`config.mk`:
```
export PLATFORM = sky130hd
export DESIGN_NAME = glos_div
export DESIGN_NICKNAME = d
export VERILOG_FILES = /design/src/rtl/glos_pkg.sv /design/src/rtl/glos_div.sv
export SDC_FILE = /design/constraint.sdc
export NUM_CORES = 1
export LEC_CHECK = 0
export ABC_AREA = 1
export BUFFER_PORTS_ARGS = -buffer_cell sky130_fd_sc_hd__buf_4
export CORE_MARGIN = 3
export CORE_UTILIZATION = 40
export CTS_BUF_LIST = sky130_fd_sc_hd__clkbuf_4
export CTS_CLUSTER_DIAMETER = 30
export DETAILED_ROUTE_END_ITERATION = 16
export GPL_TIMING_DRIVEN = 0
export PLACE_DENSITY = 0.67
export REMOVE_ABC_BUFFERS = 1
export SLEW_MARGIN = 25
export SYNTH_ARGS = -nofsm -noshare
export SYNTH_HDL_FRONTEND = slang
export SYNTH_SLANG_ARGS = --single-unit
```
`constraint.sdc`:
```
create_clock -name clk -period 3.2 [get_ports clk]
set_input_delay 0.16 -clock clk [delete_from_list [all_inputs] [get_ports clk]]
set_output_delay 0.16 -clock clk [all_outputs]
set_load 0.005 [all_outputs]
```
`src/rtl/glos_pkg.sv`:
```
// Shared types and constants of the grid line-of-sight checker.
// Used by glos_div and grid_line_of_sight_check; depends on nothing.
package glos_pkg;

  localparam int GRID_CELLS = 65536;
  localparam int IDX_W      = $clog2(GRID_CELLS);
  localparam int REG_W      = IDX_W + 1;
  localparam int THR_W      = 9;
  localparam int COST_W     = 8;
  localparam int SIDX_W     = IDX_W + 3;
  localparam int DIV_CNT_W  = $clog2(IDX_W);

  typedef logic [IDX_W-1:0]         coord_t;
  typedef logic [REG_W-1:0]         reg_t;
  typedef logic [THR_W-1:0]         thr_t;
  typedef logic [COST_W-1:0]        cost_t;
  typedef logic signed [SIDX_W-1:0] sidx_t;
  typedef logic [1:0]               cfg_idx_t;
  typedef logic [DIV_CNT_W-1:0]     div_cnt_t;

  localparam div_cnt_t DIV_LAST = div_cnt_t'(IDX_W - 1);

  localparam cfg_idx_t REG_GRID_WIDTH   = 2'd0;
  localparam cfg_idx_t REG_CELL_COUNT   = 2'd1;
  localparam cfg_idx_t REG_CHEAP_THRESH = 2'd2;

  localparam reg_t RST_GRID_WIDTH   = 17'd256;
  localparam reg_t RST_CELL_COUNT   = 17'd65536;
  localparam thr_t RST_CHEAP_THRESH = 9'd150;

  localparam logic ACT_WRITE = 1'b0;
  localparam logic ACT_QUERY = 1'b1;

  typedef struct packed {
    coord_t quot;
    coord_t rem;
  } div_res_t;

endpackage

```
`src/rtl/glos_div.sv`:
```
// Bit-serial restoring divider: splits a cell index into row and column.
// One quotient bit per cycle; depends on glos_pkg.
module glos_div (
  input  logic                clk,
  input  logic                rst_n,
  input  logic                go,
  input  glos_pkg::coord_t    dividend,
  input  glos_pkg::reg_t      divisor,
  output logic                done,
  output glos_pkg::div_res_t  res
);

  logic                       busy_r;
  logic                       done_r;
  logic [glos_pkg::DIV_CNT_W-1:0] cnt_r;
  glos_pkg::coord_t           quo_r;
  glos_pkg::reg_t             rem_r;
  glos_pkg::reg_t             dvs_r;
  glos_pkg::reg_t             trial;
  logic                       fits;

  assign trial = {rem_r[glos_pkg::IDX_W-1:0], quo_r[glos_pkg::IDX_W-1]};
  assign fits  = (trial >= dvs_r);

  always_ff @(posedge clk) begin
    if (!rst_n) begin
      busy_r <= 1'b0;
      done_r <= 1'b0;
      cnt_r  <= '0;
    end else begin
      done_r <= 1'b0;
      if (go) begin
        busy_r <= 1'b1;
        cnt_r  <= glos_pkg::DIV_LAST;
        quo_r  <= dividend;
        rem_r  <= '0;
        dvs_r  <= divisor;
      end else if (busy_r) begin
        quo_r <= {quo_r[glos_pkg::IDX_W-2:0], fits};
        rem_r <= fits ? (trial - dvs_r) : trial;
        if (cnt_r == '0) begin
          busy_r <= 1'b0;
          done_r <= 1'b1;
        end else begin
          cnt_r <= cnt_r - 1'b1;
        end
      end
    end
  end

  assign done     = done_r;
  assign res.quot = quo_r;
  assign res.rem  = rem_r[glos_pkg::IDX_W-1:0];

endmodule

```
Yosys cells after proc, flatten, opt, wreduce, memory -nomap -nowiden --
Cells that the tools add are included.
Storage, ports and cells: latch bits 0, bits in read-only memories 0, RAM bits 0, output and inout port bits 33, logic and storage cells 29, input bits 36, memories kept 0, register bits after elaboration 55
Cells by class: eq/ne operators 1, div/mod/pow operators 0, $lt $le $gt $ge 1, $mul 0, mux-type cells 11, reductions and logical operators 6, bitwise operators 2, add/sub/neg operators 2, shift operators 0
Operator list (number):
- 2-to-1 mux 16 bit | 4
- >= comparator 17 bit | 1
- subtractor 16 bit | 1
- 2-to-1 mux 4 bit | 3
- AND reduction 2 bit | 3
- zero test 4 bit | 1
- 2-to-1 mux 1 bit | 4
- subtractor 4 x 1 -> 4 bit (second input constant) | 1
- OR reduction 3 bit | 1
- != test 2 bit (second input constant) | 1
- inverter 1 bit | 2
- nonzero test 2 bit | 1

Depth between registers and ports, before layout --
word-level depth 4, depth in mapped cells 14, depth with buffers taken out 14

Worst setup path after synthesis --
OpenSTA, ideal clock, no wires.
path kind input-to-reg, start in go, end reg quo_r[0] (enable), path buffers 1, required time 2.768 ns, stages 3, arrival 1.986 ns, setup slack 0.782 ns, library setup time 0.432 ns, path through inv_2 clkbuf_1 a21oi_1
Between the ends: longest elaborated chain between the ends 2
RTL lines:
- start: declaration | line glos_div.sv:6 | input logic go,
- nonzero test 2 bit (no source line)
- AND reduction 2 bit (no source line)
- end signal: assignment | line glos_div.sv:35 | quo_r <= dividend;
- end signal: assignment | line glos_div.sv:39 | quo_r <= {quo_r[glos_pkg::IDX_W-2:0], fits};
- end: declaration | line glos_div.sv:16 | glos_pkg::coord_t quo_r;
Every way passes these cells. A chain may end at the register's enable or synchronous reset.

Final worst setup path --
start reg rem_r[9], end reg rem_r[15], data pin
Between the ends: longest elaborated chain between the ends 3, elaborated cells between the ends (all ways) 4, those cells by class 1 x add/sub; 1 x order compare; 2 x mux
RTL lines:
- start: declaration | line glos_div.sv:17 | glos_pkg::reg_t rem_r;
- start signal: assignment | line glos_div.sv:40 | rem_r <= fits ? (trial - dvs_r) : trial;
- subtractor 16 bit or >= comparator 17 bit (tied branches) | line glos_div.sv:40, glos_div.sv:23
- 2-to-1 mux 16 bit (*) | line glos_div.sv:40
- 2-to-1 mux 16 bit (*) | line glos_div.sv:38 | end else if (busy_r) begin
Mark *: on every way between the ends. The rest lies on a longest branch, timed or not. The select of a mux whose other input is x is not followed.

==> impl_metrics.py <==
metrics = {
    "setup_path": {
        "cpMostUsedCell": "nand2_1",
        "reg2reg_slack_ns": 0.56,
        "cp_top_family": "simple AND/OR/NAND/NOR gates",
        "cp.required_ns": 3.46,
        "crit_fanout": 13,
        "cp-end-kind": "register",
        "arrival_ns": 2.90,
        "crit_path_start_kind": "register",
        "slowest_stage": "nor2_2",
        "r2r_end": "rem_r[15]",
        "slowest_delay_ns": 0.47,
        "path_class": "reg2reg",
        "path_cells": "ha_1 > nand2_1 > nand2_1 > nand2_1 > nand2_1 > nand2_1 > o21ai_1 > nor2_2 > nand2_4 > inv_2 > nor2_1 > nor2_1",
        "timing.rr.start": "rem_r[9]",
        "reg2reg_depth": 12,
        "cp.buffers_inverters": 1,
    },
    "yosys": {
        "ys.warnings.count": 0,
        "ys_top_cells_by_area": "edfxtp_1 (42%), nand2_1 (18%), inv_1 (8.8%), ha_1 (6.5%), nor2_1 (3.8%)",
        "ys_ff_latch": 55,
        "synthTopCellsByCount": "nand2_1 (163), inv_1 (82), edfxtp_1 (49)",
        "synth_cell_types": 30,
        "synthMostInstantiatedCell": "nand2_1",
        "ys_seq_area_share_pct": 45.7,
        "avgSynthCellArea_um2": 7.73,
        "synthArstFlopShare_pct": 0,
        "syn_inst": 451,
        "yosysTopAreaCellShare_pct": 42.2,
        "synthFlopType": "edfxtp_1",
        "syn_area_mm2": 0.00348,
        "yosysTopAreaCell": "edfxtp_1",
        "synth_edf_count": 49,
    },
    "place": {
        "numPortBuffers": 68,
        "place.gp.congestion": 0.859,
        "placed_cell_area_mm2": 0.00410,
        "hpwl_um": 6120,
    },
    "timing": {
        "setup_viol": 0,
        "hold_viol": 0,
        "rsz0062_at_grt": "false",
        "fmax_mhz": 379,
        "tns_ns": 0,
        "worst_pin_slew_ns": 0.796,
        "drv_slew": 0,
        "period_share_pct": 82.4,
        "max_slew_margin_pct": 46.9,
        "finalClockSkew_ns": 0.00866,
        "period_needed_ns": 2.64,
    },
    "floorplanning": {
        "die_w_um": 99.3,
        "coreArea_mm2": 0.00834,
        "row_count": 33,
        "initial_core_util_pct": 41.8,
        "dieHeight_um": 99.3,
        "io_pins": 69,
        "die_area_mm2": 0.00987,
    },
    "power": {
        "power_mw": 1.84,
        "p_seq_share_pct": 48.6,
        "power_frac_clock_pct": 18.4,
        "intPower_mw": 1.20,
        "p_leak_nw": 2.26,
        "p_comb_share_pct": 33.0,
        "power_density_mw_per_mm2": 424,
        "switching_share_pct": 34.8,
        "ir_drop_mv": 0.210,
        "p_sw_uw": 641,
    },
    "layout": {
        "drive_above_1_share_pct": 19.7,
        "postLayoutCoreUtil_pct": 52.0,
        "synthToLayoutAreaGrowth_pct": 24.6,
        "nets": 591,
        "fillers": 810,
        "stdcell_area_mm2": 0.00434,
        "insertedDiodeCount": 0,
    },
    "global_route": {
        "grt_pass1_wl_um": 13900,
        "grt_usage_pct": 17.4,
        "grt_pass1_vias": 3046,
        "gr-total-overflow": 0,
        "antenna_found_initial": 0,
        "grt_max_degree": 36,
    },
    "drt": {
        "dr_total_vias": 2956,
        "first_pass_iters": 5,
        "drtIter0Drc": 126,
        "wire_per_inst_um": 12.6,
        "vias_per_cell": 4.60,
        "drt-total-wl_um": 8100,
        "ant_nets": 0,
        "drc": 0,
    },
    "run": {
        "maxCapViolCount": 0,
    },
    "run_status": {
        "status": "completed",
    },
    "clock_network": {
        "clk_pin_slew_ns": 0.18,
        "ctsResizeCount": 0,
        "clkLatencyLatePin_ns": 0.39,
        "cts_tree": "yes",
        "cts.path.max_buffers": 2,
        "cts.sinks": 55,
        "cts_root_buffer": "clkbuf_4",
        "ctsHtreeMaxLevel": 2,
        "cts_setup_buffers": 0,
        "hold_buffers": 18,
        "cts_made_buffers": 5,
    },
    "min_path": {
        "hp-start": "dividend[14]",
        "whs_path_depth": 3,
        "min_to": "quo_r[14]",
        "hold_class": "in2reg",
    },
}
## cell families (layout without fill, tap and decap cells)
group	count (synthesis)	count (layout)	synth area share [%]
xor+xnor	7	7	1.76
simple gates	255	255	31.1
compound gates	20	20	3.27
flops	55	55	45.7
fa+ha+maj	19	19	7.04
buf+inv	95	181	11.1
## placed cells by master, fill, tap and decap left out, types with 2 or more instances in the layout
master,count
edfxtp_1,49
nand2_1,163
inv_1,82
nor2_1,35
dlygate4sd3_1,18
xor2_1,7
nand4_1,5
ha_1,18
clkbuf_4,5
o21ai_1,3
o21ai_0,3
nand2_2,3
nand3_2,3
nor3_1,4
inv_2,4
and2_1,2
a21oi_1,8
inv_6,2
dfxtp_1,6
nor2_2,14
nand3_1,24
buf_4,68
## final cells by class
cell class,count,area [um^2],area share [%]
Sequential cell,55,1590,36.7
Multi-Input combinational cell,301,1520,34.9
Timing Repair Buffer,87,718,16.5
Inverter,86,323,7.44
Tap cell,105,131,3.03
Clock buffer,5,37.5,0.865
Clock inverter,3,22.5,0.519
## power groups by stage
| stage | sequential [mW] | combinational, mW | clock (mW) |
|---|---|---|---|
| after global routing | 0.903 | 0.700 | 0.377 |
| after global placement | 0.912 | 0.577 | 0 |
| final | 0.895 | 0.607 | 0.338 |
| after floorplan | 0.908 | 0.393 | 0 |
| after detailed placement | 0.912 | 0.594 | 0 |
| after CTS | 0.896 | 0.614 | 0.358 |
## state kept, by name, summed over array words and instances (netlist names)
signal,count
busy_r,1
quo_r,16
rem_r,16
cnt_r,4
done,1
dvs_r,17
## stage by stage
step | hold slack (ns) | worst slack (ns) | instances
3_5_place_dp | 0.340 | 0.557 | 616
4_1_cts | 0.00532 | 0.514 | 642
5_1_grt | 0.00309 | 0.248 | 642
6_report | 0.0252 | 0.564 | 642
3_3_place_gp | 0.338 | -0.516 | 615
2_1_floorplan | 0.259 | 0.803 | 442
## worst max path at each step
stage / startpoint / end / slack (ns) / cells past startpoint
2_1_floorplan: busy_r / quo_r[0] / 0.80 / 2
3_3_place_gp: go / rem_r[12] / -0.52 / 3
3_5_place_dp: rem_r[9] / quo_r[0] / 0.56 / 11
4_1_cts: rem_r[9] / rem_r[4] / 0.51 / 12
5_1_grt: rem_r[9] / rem_r[4] / 0.25 / 12
6_report: rem_r[9] / rem_r[15] / 0.56 / 12
## worst register-to-register path, cell delays in order (launching register included)
cell,delay [ns]
edfxtp_1,0.46
ha_1,0.39
nand2_1,0.10
nand2_1,0.08
nand2_1,0.07
nand2_1,0.07
nand2_1,0.06
o21ai_1,0.07
nor2_2,0.47
nand2_4,0.22
inv_2,0.33
nor2_1,0.09
nor2_1,0.11
## metal layers
metal | global-route usage, % | up-vias | wire length (um)
met4 | 4.41 | 0 | 80
met1 | 23.3 | 1311 | 3770
met3 | 3.23 | 7 | 453
met2 | 29.1 | 72 | 3800
li1 | - | 1566 | -
met5 | 0 | - | 0
No activity file was read; power rests on OpenSTA's default activity.
